[src/rtl/wbwi_pkg.sv]
// ----------------------------------------------------------------------------
// wbwi_pkg
// Shared constants and types for the windowed Bloom write index.
// ----------------------------------------------------------------------------
package wbwi_pkg;

    localparam int FILTER_COUNT     = 4;
    localparam int WORDS_PER_FILTER = 64;
    localparam int NUM_PROBES       = 3;

    localparam int FIDX_W    = $clog2(FILTER_COUNT);
    localparam int WORD_W    = $clog2(WORDS_PER_FILTER);
    localparam int BIT_W     = 6;
    localparam int POS_W     = WORD_W + BIT_W;
    localparam int ADDR_W    = FIDX_W + WORD_W;
    localparam int MEM_DEPTH = 1 << ADDR_W;
    localparam int PROBE_W   = 2;
    localparam int CFG_IDX_W = 1;

    localparam logic [63:0] MIX_C1   = 64'hbf58476d1ce4e5b9;
    localparam logic [63:0] MIX_C2   = 64'h94d049bb133111eb;
    localparam logic [63:0] GOLDEN   = 64'h9e3779b97f4a7c15;
    localparam logic [63:0] ALL_ONES = 64'hffffffffffffffff;

    typedef logic [POS_W-1:0] pos_t;
    typedef pos_t [NUM_PROBES-1:0] probe_set_t;

    typedef enum logic [CFG_IDX_W-1:0] {
        REG_WINDOW_LEN = 1'b0,
        REG_START_SEQ  = 1'b1
    } cfg_reg_t;

endpackage

[src/rtl/wbwi_rem.sv]
// ----------------------------------------------------------------------------
// wbwi_rem
// Restoring 64-bit remainder unit, one quotient bit per cycle.
// ----------------------------------------------------------------------------
module wbwi_rem import wbwi_pkg::*; (
    input  logic        aclk,
    input  logic        aresetn,
    input  logic        start,
    input  logic [63:0] num,
    input  logic [63:0] den,
    output logic        done,
    output logic [63:0] rem
);

    logic        busy_reg;
    logic        done_reg;
    logic [5:0]  cnt_reg;
    logic [63:0] num_reg;
    logic [63:0] den_reg;
    logic [63:0] rem_reg;

    logic [64:0] trial;
    logic [64:0] diff;

    assign trial = {rem_reg, num_reg[63]};
    assign diff  = trial - {1'b0, den_reg};

    always_ff @(posedge aclk) begin
        if (!aresetn) begin
            busy_reg <= 1'b0;
            done_reg <= 1'b0;
            cnt_reg  <= 6'd0;
        end else begin
            done_reg <= 1'b0;
            if (start) begin
                busy_reg <= 1'b1;
                cnt_reg  <= 6'd0;
                num_reg  <= num;
                den_reg  <= den;
                rem_reg  <= 64'd0;
            end else if (busy_reg) begin
                rem_reg <= diff[64] ? trial[63:0] : diff[63:0];
                num_reg <= num_reg << 1;
                cnt_reg <= cnt_reg + 6'd1;
                if (cnt_reg == 6'd63) begin
                    busy_reg <= 1'b0;
                    done_reg <= 1'b1;
                end
            end
        end
    end

    assign done = done_reg;
    assign rem  = rem_reg;

endmodule

[config.mk]
export PLATFORM = sky130hd
export DESIGN_NAME = wbwi_rem
export DESIGN_NICKNAME = d
export VERILOG_FILES = /design/src/rtl/wbwi_pkg.sv /design/src/rtl/wbwi_rem.sv
export SDC_FILE = /design/constraint.sdc
export NUM_CORES = 1
export LEC_CHECK = 0
export ABC_CLOCK_PERIOD_IN_PS = 4300
export BUFFER_PORTS_ARGS = -buffer_cell sky130_fd_sc_hd__buf_2
export CORE_ASPECT_RATIO = 0.7
export CORE_MARGIN = 2
export CORE_UTILIZATION = 24
export DETAILED_ROUTE_END_ITERATION = 16
export GPL_ROUTABILITY_DRIVEN = 0
export MAX_ROUTING_LAYER = met4
export PLACE_DENSITY = 0.48
export REMOVE_ABC_BUFFERS = 1
export SYNTH_ARGS = -nofsm -noshare
export SYNTH_HDL_FRONTEND = slang
export SYNTH_SLANG_ARGS = --single-unit
[constraint.sdc]
create_clock -name aclk -period 4.3 [get_ports aclk]
set_clock_uncertainty 0.15 [all_clocks]
set_input_delay 0 -clock aclk [delete_from_list [all_inputs] [get_ports aclk]]
set_output_delay 0 -clock aclk [all_outputs]
set_load 0.02 [all_outputs]
## Word-level counts from Yosys, hierarchy flattened

Index checks and enable logic that the tools add are counted.

- Logic and storage cells: 24
- Memories kept: 0
- Memory bits (read-only): 0
- Register bits after elaboration: 200
- Memory bits (writable): 0
- Latch bits: 0

- Muxes and demuxes: 8
- Shift operators: 0
- $add $sub $neg: 2
- Eq/ne operators: 1
- Bitwise operators: 2
- Reduce and logical (&&, ||, !) cells: 5
- $mul: 0
- Divide/modulo/power cells: 0
- Order comparisons: 0

Operators by type and width:

| kind | count |
|---|---|
| 2-to-1 mux 64 bit | 4 |
| subtractor 65 x 64 -> 65 bit | 1 |
| adder 6 x 1 -> 6 bit, second input constant | 1 |
| == test 6 bit, second input constant | 1 |
| 2-to-1 mux 1 bit | 4 |
| AND reduction 2 bit | 2 |
| OR reduction 3 bit | 1 |
| NOT 1 bit | 2 |
| nonzero test 2 bit | 1 |
| OR reduction 2 bit | 1 |

## Depth between registers and ports, before layout

- Word-level depth: 4
- Gate-level depth with buffers: 15
- Mapped depth without buffers: 13

## Least setup slack after synthesis

No wires, ideal clock.

- Path kind: input to register
- Start point: input start
- End point: register num_reg[0], enable pin
- Setup time: 499 ps
- Buffers on the path: 2
- Stages on the path: 3
- Data arrival time: 3,520 ps
- Slack: 131 ps
- Cells stage by stage: clkbuf_1 > buf_1 > o21a_1

- Longest elaborated chain between the ends: 2

RTL lines:

| item | RTL line | source |
|---|---|---|
| start: declaration | wbwi_rem.sv:8 | `input logic start,` |
| nonzero test 2 bit (no line) | n/a |  |
| AND reduction 2 bit (no line) | n/a |  |
| end signal: assignment | wbwi_rem.sv:38 | `num_reg <= num;` |
| end signal: assignment | wbwi_rem.sv:43 | `num_reg <= num_reg << 1;` |
| end: declaration | wbwi_rem.sv:18 | `logic [63:0] num_reg;` |

Every way passes these cells.
A chain may end at the register's enable or synchronous reset.

## Final worst setup path

- Start point: register num_reg[63]
- End point: register rem_reg[62] (netlist: rem[62]), data pin

- Longest elaborated chain between the ends: 3

RTL lines:

| item | RTL line | source |
|---|---|---|
| subtractor 65 x 64 -> 65 bit | wbwi_rem.sv:26 | `assign diff = trial - {1'b0, den_reg};` |
| 2-to-1 mux 64 bit | wbwi_rem.sv:42 | `rem_reg <= diff[64] ? trial[63:0] : diff[63:0];` |
| 2-to-1 mux 64 bit | wbwi_rem.sv:41 | `end else if (busy_reg) begin` |
| end signal: assignment | wbwi_rem.sv:42 |  |
| end: declaration | wbwi_rem.sv:20 | `logic [63:0] rem_reg;` |

Every way passes these cells. The select of a mux whose other input is x is not followed.

==> results.md <==
Outcome:
- The run finished with clean final reports.

Route:
- Using the TritonRoute via totals, the vias-per-cell ratio works out to 4.51.
- The per-cell routed wire length is 16.8 µm.
- The final layout contains routed wiring with a total length of 34900 µm.
- The final antenna-violating net count is 0.
- The routed layout has 9388 vias.
- The first detailed-routing pass took 5 iterations.
- The starting DRC count in detailed routing is 719.
- After detailed routing, the number of remaining DRC violations is 0.

Finish:
- The final instance count without filler cells is 2080.
- The repair_antennas step left the layout with diodes totalling 0.
- For this run, the share of the core covered by cells in the final layout is 31.7%.
- The final net count is 1599.
- The layout has 5161 filler cells.
- Of the cells placed in the final design, the portion with a size suffix greater than 1 is 22.8%.
- Relative to the synthesized area, the layout overhead comes to 30.6%.

Timing:
- Hold is met by 0.0757 ns.
- The final-report max-slew violation count is 0.
- The final setup violation count is 0.
- The relative slew slack is 36.3%.
- The clock period could shrink to 4.01 ns.
- In the final timing run, aggregate negative setup slack is 0 ns.
- For the pin with the worst max-slew slack, the measured transition is 0.955 ns.
- The number of hold violations in the final report is 0.
- The fmax is 0.250 GHz.
- The worst path meets setup with 0.293 ns of slack.
- The fraction of the cycle the final worst path needs is 93.2%.
- Setup repair after global routing left no endpoint under its margin.

Yosys:
- The area share of the leading cell type in the synthesized netlist is 48.4%.
- The top cell type by total area after synthesis is sky130_fd_sc_hd__edfxtp_1.
- The number of flops mapped to enable cells by yosys is 192.
- During synthesis, Yosys emitted a total of 0 warnings.
- A synthesized cell averages 10.9 µm².
- The share of async-settable or async-resettable flops after synthesis is 0%.
- The most used flip-flop cell after synthesis is sky130_fd_sc_hd__edfxtp_1.
- Counting distinct cell types in the post-synthesis netlist gives 70.
- The most common cell in the synthesized netlist is sky130_fd_sc_hd__edfxtp_1.
- For this run, the register share of the synthesized area comes to 49.7%.
- By area the synthesized netlist is led by sky130_fd_sc_hd__edfxtp_1 48%, sky130_fd_sc_hd__ha_1 6.8%, sky130_fd_sc_hd__mux2_2 6.0%.
- Sorting the synthesized cells by how often they occur yields 192 x sky130_fd_sc_hd__edfxtp_1, 99 x sky130_fd_sc_hd__nor2_1, 89 x sky130_fd_sc_hd__a21oi_1, 89 x sky130_fd_sc_hd__inv_1, 65 x sky130_fd_sc_hd__ha_1.
- The total of flip-flops plus latches after synthesis is 200.
- The cell area after technology mapping is 11900 µm².
- The synthesized instance count is 1091.

Clock network:
- For the worst-skew pair, the clock arrives at the later sink with an insertion delay of 0.47 ns.
- The total clock buffers created by CTS is 17.
- The H-tree was split into 4 levels.
- The cell sitting at the root of the clock tree is a sky130_fd_sc_hd__clkbuf_16.
- TritonCTS built the clock tree.
- The clock-pin slew reported for the worst setup and hold paths after clock tree synthesis is 0.09 ns.
- The clock passes through at most 2 buffers.
- Clock tree synthesis found a total of 200 sinks.

Place:
- The number of placed instances, taps included, is 1916.
- Port buffering added 195 buffers.
- Summed over all nets, the half-perimeter wirelength after detailed placement is 25300 µm.
- OpenSTA, run right after detailed placement, puts the worst setup slack at 0.267 ns.

Setup path:
- Broken down by cell family, the worst path's largest delay share belongs to compound AO/OA/AOI/OAI gates.
- The number of buffers and inverters on the critical path is 1.
- The kind of launch point of the worst setup path is a register.
- Traced cell by cell, the critical path runs through inv_1, ha_1, fa_1, nand2b_1, a21oi_1, o2111ai_2, a31oi_1, a211o_1, a31oi_1, o41a_1, and3_1, o31ai_1, a21oi_1.
- For the worst setup path, the data required time is 4.35 ns.
- The library cell contributing the largest single delay on the critical path is sky130_fd_sc_hd__o41a_1.
- The kind of end point of the critical path is a register.
- The total number of cells along the worst setup path is 13.
- The worst endpoint data arrival time is 4.05 ns.
- The depth of the most critical reg-to-reg path is 13.
- The delay of the slowest cell on the worst path is 0.48 ns.
- In this run the worst path has a maximum fanout of 5.
- By startpoint and endpoint, the worst setup path is classified as reg2reg.

GRT:
- The maximum number of pins on one net before global-route repair is 65.
- The overflow left after global routing is 0.
- The global-route usage over all layers is 13.9%.
- The first global-routing pass estimated 53700 µm of wire.
- The initial antenna violation count came to 2.
- The number of global-route vias before repair was 9418.

Run:
- The number of maximum-capacitance constraint violations is 0.

Floorplanning:
- The cell row count is 68.
- The starting utilization of the core area is 24.2%.
- The horizontal die dimension is 270 µm.
- The vertical die dimension is 190 µm.
- During I/O placement, the number of pins put on the boundary was 196.
- The area enclosed by the die boundary is 51500 µm².
- The region available for standard cell placement spans 49200 µm².

Hold path:
- The type of the tightest min-delay check is in2reg.
- Along the worst hold path, the cell count comes to 2.

Power:
- The cell area power density is 382 nW/µm².
- VDD sags by at most 0.274 mV.
- The leakage power is 0.00636 µW.
where the power goes:
part           leakage, µW  total [µW]  internal, µW  switching (µW)
sequential         0.00190        2420          2340            83.1
combinational      0.00417        1830           781            1050
clock             0.000296        1700           836             865
timing repair:
action,CTS,global route
resized for setup,0,2
endpoints found under the hold margin,177,0
buffers inserted,0,1
setup endpoints to repair,0,2
hold buffers,130,0
logic make-up after synthesis:
logic type	Yosys count	synth area share, %
DFF	200	49.7
and+or+nand+nor	260	10.3
muxes	115	10.3
AOI/OAI and AO/OA	251	13.4
buffers and inverters	141	4.98
adders and majority gates	66	6.99
xor gates and xnor gates	58	4.26
final cells by class:
| class | count | area, µm² | area share [%] |
|---|---|---|---|
| repair buffers | 344 | 2470 | 15.9 |
| clock buffers | 17 | 425 | 2.73 |
| inverters | 89 | 334 | 2.15 |
| clock inverters | 15 | 176 | 1.13 |
| well taps | 665 | 832 | 5.34 |
| flip-flops and latches | 200 | 5930 | 38.0 |
| multi-input cells | 750 | 5410 | 34.7 |
metal layers:
| metal | GRT usage [%] | routed length, µm | up-vias | part of all wire [%] |
|---|---|---|---|---|
| li1 | - | - | 4620 | - |
| met1 | 19.4 | 17800 | 4519 | 51 |
| met2 | 20.2 | 15100 | 225 | 43 |
| met3 | 2.66 | 1350 | 24 | 3.9 |
| met4 | 4.19 | 636 | 0 | 1.8 |
| met5 | - | 0 | - | 0 |
placed cells by master (no fill, tap or decap), drive strengths merged, types with 50 or more instances in the layout:
cell type and n:
buf 213, edfxtp 192, dlygate4sd3 130, nor2 99, inv 97, a21oi 91, ha 65, mux2 65
nand2 64, mux2i 50
worst register-to-register path: cells and delay by family (launching register included):
kind | cells | cell delay (ns)
flops | 1 | 0.33
simple gates | 2 | 0.42
fa+ha+maj | 2 | 0.63
compound gates | 8 | 2.15
buf+inv | 1 | 0.05
per-stage QoR:
step	total power, µW	area, µm²
finish	5950	15600
global route	6310	15600
CTS	6020	15500
detailed placement	4180	13600
global placement	4170	13600
floorplan	3660	11700
worst paths after layout:
| kind | from | to | slack (ns) |
|---|---|---|---|
| min | den[21] | den_reg[21] | 0.08 |
| max reg2reg | num_reg[63] | rem[62] | 0.29 |
| min reg2reg | cnt_reg[5] | cnt_reg[5] | 0.34 |
| max | num_reg[63] | rem[62] | 0.29 |
Power figures use the tool's default switching activity.
