[config.mk]
export PLATFORM = sky130hd
export DESIGN_NAME = wbwi_mix
export DESIGN_NICKNAME = d
export VERILOG_FILES = /design/src/rtl/wbwi_pkg.sv /design/src/rtl/wbwi_mix.sv
export SDC_FILE = /design/constraint.sdc
export NUM_CORES = 2
export LEC_CHECK = 0
export BUFFER_PORTS_ARGS = -buffer_cell sky130_fd_sc_hd__buf_2
export CAP_MARGIN = 30
export CORE_AREA = 2 2 349 213
export CTS_BUF_LIST = sky130_fd_sc_hd__clkbuf_4
export CTS_CLUSTER_DIAMETER = 80
export DETAILED_ROUTE_END_ITERATION = 6
export DIE_AREA = 0 0 351 215
export PLACE_DENSITY = 0.8
export SYNTH_ARGS = -nofsm -noshare
export SYNTH_HDL_FRONTEND = slang
export SYNTH_SLANG_ARGS = --single-unit
[constraint.sdc]
create_clock -name aclk -period 9.5 [get_ports aclk]
set_input_delay 0.475 -clock aclk [delete_from_list [all_inputs] [get_ports aclk]]
set_output_delay 0.475 -clock aclk [all_outputs]
set_load 0.03 [all_outputs]
[src/rtl/wbwi_pkg.sv]
// ----------------------------------------------------------------------------
// wbwi_pkg
// Shared constants and types for the windowed Bloom write index.
// ----------------------------------------------------------------------------
package wbwi_pkg;

    localparam int FILTER_COUNT     = 4;
    localparam int WORDS_PER_FILTER = 64;
    localparam int NUM_PROBES       = 3;

    localparam int FIDX_W    = $clog2(FILTER_COUNT);
    localparam int WORD_W    = $clog2(WORDS_PER_FILTER);
    localparam int BIT_W     = 6;
    localparam int POS_W     = WORD_W + BIT_W;
    localparam int ADDR_W    = FIDX_W + WORD_W;
    localparam int MEM_DEPTH = 1 << ADDR_W;
    localparam int PROBE_W   = 2;
    localparam int CFG_IDX_W = 1;

    localparam logic [63:0] MIX_C1   = 64'hbf58476d1ce4e5b9;
    localparam logic [63:0] MIX_C2   = 64'h94d049bb133111eb;
    localparam logic [63:0] GOLDEN   = 64'h9e3779b97f4a7c15;
    localparam logic [63:0] ALL_ONES = 64'hffffffffffffffff;

    typedef logic [POS_W-1:0] pos_t;
    typedef pos_t [NUM_PROBES-1:0] probe_set_t;

    typedef enum logic [CFG_IDX_W-1:0] {
        REG_WINDOW_LEN = 1'b0,
        REG_START_SEQ  = 1'b1
    } cfg_reg_t;

endpackage

[src/rtl/wbwi_mix.sv]
// ----------------------------------------------------------------------------
// wbwi_mix
// Two rounds of the 64-bit mixer on one shared 32x32 multiplier; yields the
// three probe bit positions of a key (double hashing).
// ----------------------------------------------------------------------------
module wbwi_mix import wbwi_pkg::*; (
    input  logic        aclk,
    input  logic        aresetn,
    input  logic        start,
    input  logic [63:0] key,
    output logic        done,
    output probe_set_t  probes
);

    localparam int SH_PRE = 30;
    localparam int SH_MID = 27;
    localparam int SH_END = 31;

    logic        busy_reg;
    logic        done_reg;
    logic [1:0]  round_reg;
    logic [1:0]  phase_reg;
    logic [63:0] v_reg;
    logic [63:0] prod_reg;
    logic [63:0] acc_reg;
    pos_t        base_reg;
    probe_set_t  probes_reg;

    logic [63:0] coef;
    logic [31:0] op_a;
    logic [31:0] op_b;
    logic [63:0] prod_c;
    logic [63:0] sum_c;
    logic [63:0] fin_mid;
    logic [63:0] fin_end;
    logic [63:0] seed;
    pos_t        step_pos;

    assign coef     = round_reg[0] ? MIX_C2 : MIX_C1;
    assign op_a     = (phase_reg == 2'd2) ? v_reg[63:32] : v_reg[31:0];
    assign op_b     = (phase_reg == 2'd1) ? coef[63:32] : coef[31:0];
    assign prod_c   = {32'd0, op_a} * {32'd0, op_b};
    assign sum_c    = acc_reg + {prod_reg[31:0], 32'd0};
    assign fin_mid  = sum_c ^ (sum_c >> SH_MID);
    assign fin_end  = sum_c ^ (sum_c >> SH_END);
    assign seed     = fin_end ^ GOLDEN;
    assign step_pos = fin_end[POS_W-1:0] | pos_t'(1);

    always_ff @(posedge aclk) begin
        if (!aresetn) begin
            busy_reg  <= 1'b0;
            done_reg  <= 1'b0;
            round_reg <= 2'd0;
            phase_reg <= 2'd0;
        end else begin
            done_reg <= 1'b0;
            if (start) begin
                busy_reg  <= 1'b1;
                round_reg <= 2'd0;
                phase_reg <= 2'd0;
                v_reg     <= key ^ (key >> SH_PRE);
            end else if (busy_reg) begin
                phase_reg <= phase_reg + 2'd1;
                unique case (phase_reg)
                    2'd0: begin
                        prod_reg <= prod_c;
                    end
                    2'd1: begin
                        acc_reg  <= prod_reg;
                        prod_reg <= prod_c;
                    end
                    2'd2: begin
                        acc_reg  <= sum_c;
                        prod_reg <= prod_c;
                    end
                    default: begin
                        round_reg <= round_reg + 2'd1;
                        unique case (round_reg)
                            2'd1: begin
                                base_reg <= fin_end[POS_W-1:0];
                                v_reg    <= seed ^ (seed >> SH_PRE);
                            end
                            2'd3: begin
                                busy_reg      <= 1'b0;
                                done_reg      <= 1'b1;
                                probes_reg[0] <= base_reg;
                                probes_reg[1] <= base_reg + step_pos;
                                probes_reg[2] <= base_reg + (step_pos << 1);
                            end
                            default: begin
                                v_reg <= fin_mid;
                            end
                        endcase
                    end
                endcase
            end
        end
    end

    assign done   = done_reg;
    assign probes = probes_reg;

endmodule

# == After elaboration in Yosys (flattened, before gate mapping) ==
# Cells that the tools add are included.
# word_totals
regBits,246
in_bits,67
output_inout_bits,37
word_cells,57
# op_classes
addsub,5
multipliers,1
n_eq_ne,6
n_mux,13
bitwise_logic,9
n_reduce_logical,12
# ops
op,count
$pmux W64 S2,2
$mux W64,3
$xor A64 B34 Y64,2
$add A64 B64 Y64,1
$mul A32 B32 Y64,1
$mux W32,2
$xor A64 B33 Y64,1
$xor A64 B37 Y64,1
$mux W62,1
$not A38 Y38,1
$add A12 B12 Y12,2
$reduce_and A4 Y1,3
$reduce_and A5 Y1,2
$reduce_or A6 Y1,1
$mux W1,5
$add A2 B1 Y2 const B,2
$eq A2 B1 Y1 const B,2
$eq A2 B2 Y1 const B,2
$not A1 Y1,4
$reduce_bool A2 Y1,2
$reduce_or A3 Y1,1
$logic_not A2 Y1,1
$ne A2 B1 Y1 const B,1
$ne A2 B2 Y1 const B,1
2 further kinds,2

# == Depth between registers and ports, before layout ==
# depth
depth_word,8
depth_mapped,38
depth_no_buf,34

# == Worst setup path after synthesis ==
# OpenSTA, ideal clock, no wires.
# synth_timing
path_type,register -> register
start,register phase_reg[0]
end,register prod_reg[54] (data pin)
setup_ns,0.261
arrival_ns,9.389
t_required_ns,9.239
slack_ns,-0.150
stages_incl_launch_ff,36
n_path_buf,4
synth_period_minus_slack_ns,9.650
cell_sequence,dfxtp_1 -> inv_1 -> ha_1 -> clkbuf_1 -> buf_1 -> buf_1 -> mux2i_1 -> inv_1 -> nand2_1 -> inv_1 -> a21oi_1 -> inv_1 -> fa_1 -> fa_1 -> fa_1 -> inv_1 -> fa_1 -> inv_1 -> fa_1 -> fa_1 -> fa_1 -> inv_1 -> fa_1 -> inv_1 -> ha_1 -> clkbuf_1 -> a21o_1 -> a21o_1 -> a21oi_1 -> o21ai_0 -> a221o_1 -> nor3_1 -> o21ai_2 -> a21oi_2 -> nor3_1 -> a311o_1
# synth_via
elab_chain_cells,3
# synth_rtl
element,line_no,text
from (decl),wbwi_mix.sv:22,logic [1:0] phase_reg;
from (signal assigned),wbwi_mix.sv:63,phase_reg <= phase_reg + 2'd1;
$eq A2 B2 Y1 or $eq A2 B1 Y1 (tied branches),"wbwi_mix.sv:40, wbwi_mix.sv:41",
$mux W32 (on tied branches),"wbwi_mix.sv:40, wbwi_mix.sv:41",
$mul A32 B32 Y64 *,wbwi_mix.sv:42,"assign prod_c = {32'd0, op_a} * {32'd0, op_b};"
via prod_c[54],wbwi_mix.sv:32,logic [63:0] prod_c;
to (signal assigned),wbwi_mix.sv:66,prod_reg <= prod_c;
to (signal assigned),wbwi_mix.sv:70,prod_reg <= prod_c;
to (signal assigned),wbwi_mix.sv:74,prod_reg <= prod_c;
to (decl),wbwi_mix.sv:24,logic [63:0] prod_reg;
# Mark *: on every way through the listed nets, which the timed path passes. The rest lies on a longest branch.
# A chain may end at the register's enable or synchronous reset.

# == Worst setup path in the final report ==
# layout_timing
start,register phase_reg[0]
end,register prod_reg[55] (data pin)
# Same word-level chain as after synthesis.

==> impl_results.md <==
- CP max stage cell: fa_1
- XOR/XNOR Fraction of Synth Area: slightly above 5%
- CP endpoint kind: flip-flop
- Non-Filler Instances: 5567
- Slowest Stage Delay on Critical Path: 0.58 ns
- Post-synthesis adder-cell area fraction: 49.3%
- Post-layout net count: 5821
- Fmax: 0.108 GHz
- Total die area: 0.0755 mm2
- WP data arrival: 9.75 ns
- Primary FF master, synth: edfxtp_1
- Area Growth Syn to Fin: 8.10%
- Startpoint types: flip-flop
- Tcrit/Tclk final: 97.6%
- Drt drc: 3
- Yosys top cell area share: 37.4%
- Worst reg-to-reg path cell count: 32
- Worst hold path class: in2reg
- Inserted Clock Buffers: 48
- Fraction of layout cells with a size suffix above 1: roughly a tenth
- CTS tree: yes
- Tmin final: about 9 ns
- Post-route ant nets: 0
- Synth unique cells: ~80
- Sequential area share after synthesis: 17.0%
- Area leader, netlist: fa_1
- First-pass GRT wire length: between 200 and 250 mm
- Slew of the pin with the lowest slew margin: 1.10 ns
- RePlAce Congestion: around 1.1
- Core Rows: 77
- # H-tree levels: 2
- Post-synth EDFFs: 239
- Ys async rst share: 0%
- Crit path kind: reg2reg
- Reg2reg end: prod_reg[55]$_DFFE_PP_
- RSZ-0062 raised after global routing: no
- Seq cells post-synth: 245
- Grt total ovfl: 0
- I/O Pins: ~100
- Hold violation total from the final report: 0
- Main combinational cell family by area after synthesis: adder cells
- Clk slew on worst S/H paths: 0.09 ns
- CP dominant cell by count: fa_1
- CP endpoint: prod_reg[55]$_DFFE_PP_
- Routed via count: 32500
- Compound-Gate Fraction of Synth Area: 7.63%
- Initial antenna violation count: 3
- Mapped cell area: around 0.043 mm2
- Avg Synthesized Cell Area: 9.92 um2
- Syn Inst Count: roughly 4300
- Initial Util: 59.3%
- GRT Total Usage: between 30 and 40%
- Min-delay src: key[57]
- Mux cell area share after synthesis: 1.83%
- Syn nets: 5616
- Max-cap violations: 0
- Later-pin clock latency in the skew report: 0.80 ns
- 1st-iter DRT viols: between 4000 and 5000
- Placed Cells: 5467
- CP max FO: 11
- Failing checks: DRC
- YS warnings: 0
- Most frequent cells in the layout: inv_1, fa_1, ha_1
- RR Startpoint: phase_reg[0]$_SDFFE_PP0P_
- Max Slew Vio Count: 0
- Area contributors post-synth: fa_1, edfxtp_1, ha_1, inv_1, nor2_1
- WL/cell: 25.8 um
- Final setup violation count: 0
- Simple-gate share of the synthesized area: 8.45%
- Slew HR: a little over a quarter
- Max Root-Sink Buffers: 3
- First drt pass iteration count: 7
- Fin Clk Skew: about 0.089 ns
- Die Ht: 215 um
- R2R Setup Slk: 0.23 ns
- CP required: 9.98 ns
- TNS Setup: 0 ns
- Vias in the first global route: 32600
- Die W: 351 um
- I/O Buffers: 103
- Clock sink count: approximately 250
- Final WL: 144 mm
- Via density: 5.83
- Most common cell after layout, fill and taps aside: inv_1
- Status: finished, violations left
- Detailed placer's ending HPWL: 126 mm
- Clock root buffer: clkbuf_4
- Pin count of the biggest net entering global routing: 73
- Core area: 0.0725 mm2
- CP startpoint: phase_reg[0]$_SDFFE_PP0P_
## per-layer routing
layer / vias to the layer above / routed length [um] / track usage (%)
li1: 13900 / - / -
met1: 16100 / 61400 / 61.6
met2: 2303 / 55500 / 50.4
met3: 219 / 23200 / 14.9
met4: 2 / 3820 / 8.38
met5: - / 13 / 0
## how the worst min path moves through the flow
stage / slack (ns) / depth (start not counted) / endpoint
2_1_floorplan: 0.46 / 0 / probes[10]$_DFFE_PP_
3_3_place_gp: 0.50 / 0 / probes[4]$_DFFE_PP_
3_5_place_dp: 0.49 / 0 / probes[5]$_DFFE_PP_
4_1_cts: 0.02 / 3 / v_reg[57]$_DFFE_PP_
5_1_grt: 0.02 / 3 / v_reg[56]$_DFFE_PP_
6_report: 0.05 / 3 / v_reg[57]$_DFFE_PP_
## stage by stage
step	cell area [um2]	hold WS, ns	utilization [%]	setup WS, ns
2_1_floorplan	43000	0.464	-	0.0475
3_3_place_gp	45600	0.497	62.9	0.188
3_5_place_dp	45700	0.488	63.0	0.109
4_1_cts	46300	0.0213	63.9	0.0835
5_1_grt	46500	0.0190	64.1	0.00388
6_report	46500	0.0472	64.1	0.229
## cells in the mapped netlist (all sizes together), types with 11 or more instances
cell type  count
nor2b         51
a211oi        11
nor2         316
mux2i         29
nand4         22
o21ai        130
o31ai         11
a31oi         14
and3          20
nor3          27
buf           22
a21oi        152
clkbuf       116
o21bai        31
mux2          44
and2          17
fa           804
ha           408
a21o          73
o21a          13
nand2b        16
xnor2        132
edfxtp       239
nand2        305
nand3         28
inv         1081
xor2         105
## cell families after synthesis
family	count (synthesis)
and+or+nand+nor	835
muxes	73
buffers and inverters	1221
xor gates and xnor gates	241
adders and majority gates	1212
DFF	245
AOI/OAI and AO/OA	510
## critical path: cells and delay by family, from the launching register on
| kind | cells | cell delay [ns] |
|---|---|---|
| compound gates | 7 | 1.52 |
| xor+xnor | 1 | 0.08 |
| fa+ha+maj | 10 | 4.55 |
| buf+inv | 8 | 0.86 |
| flops | 1 | 0.45 |
| mux | 1 | 0.37 |
| simple gates | 5 | 1.13 |
## timing repair
item                                    in CTS  in global routing
setup buffers                                0                  5
hold buffers                                 6                  0
endpoints found under the setup margin       0                 16
resized for setup                            0                 36
endpoints found under the hold margin        6                  0
## layout make-up
type | instances | area [um2]
Antenna cell | 3 | 7.51
Clock buffer | 71 | 533
Clock inverter | 14 | 61.3
Fill cell | 5914 | 26100
Inverter | 1083 | 4070
Multi-Input combinational cell | 2871 | 31300
Sequential cell | 245 | 7300
Tap cell | 987 | 1230
Timing Repair Buffer | 293 | 2020
Power is not shown: default switching activity piles up to over one toggle a cycle in this logic, so the estimate is an artifact.
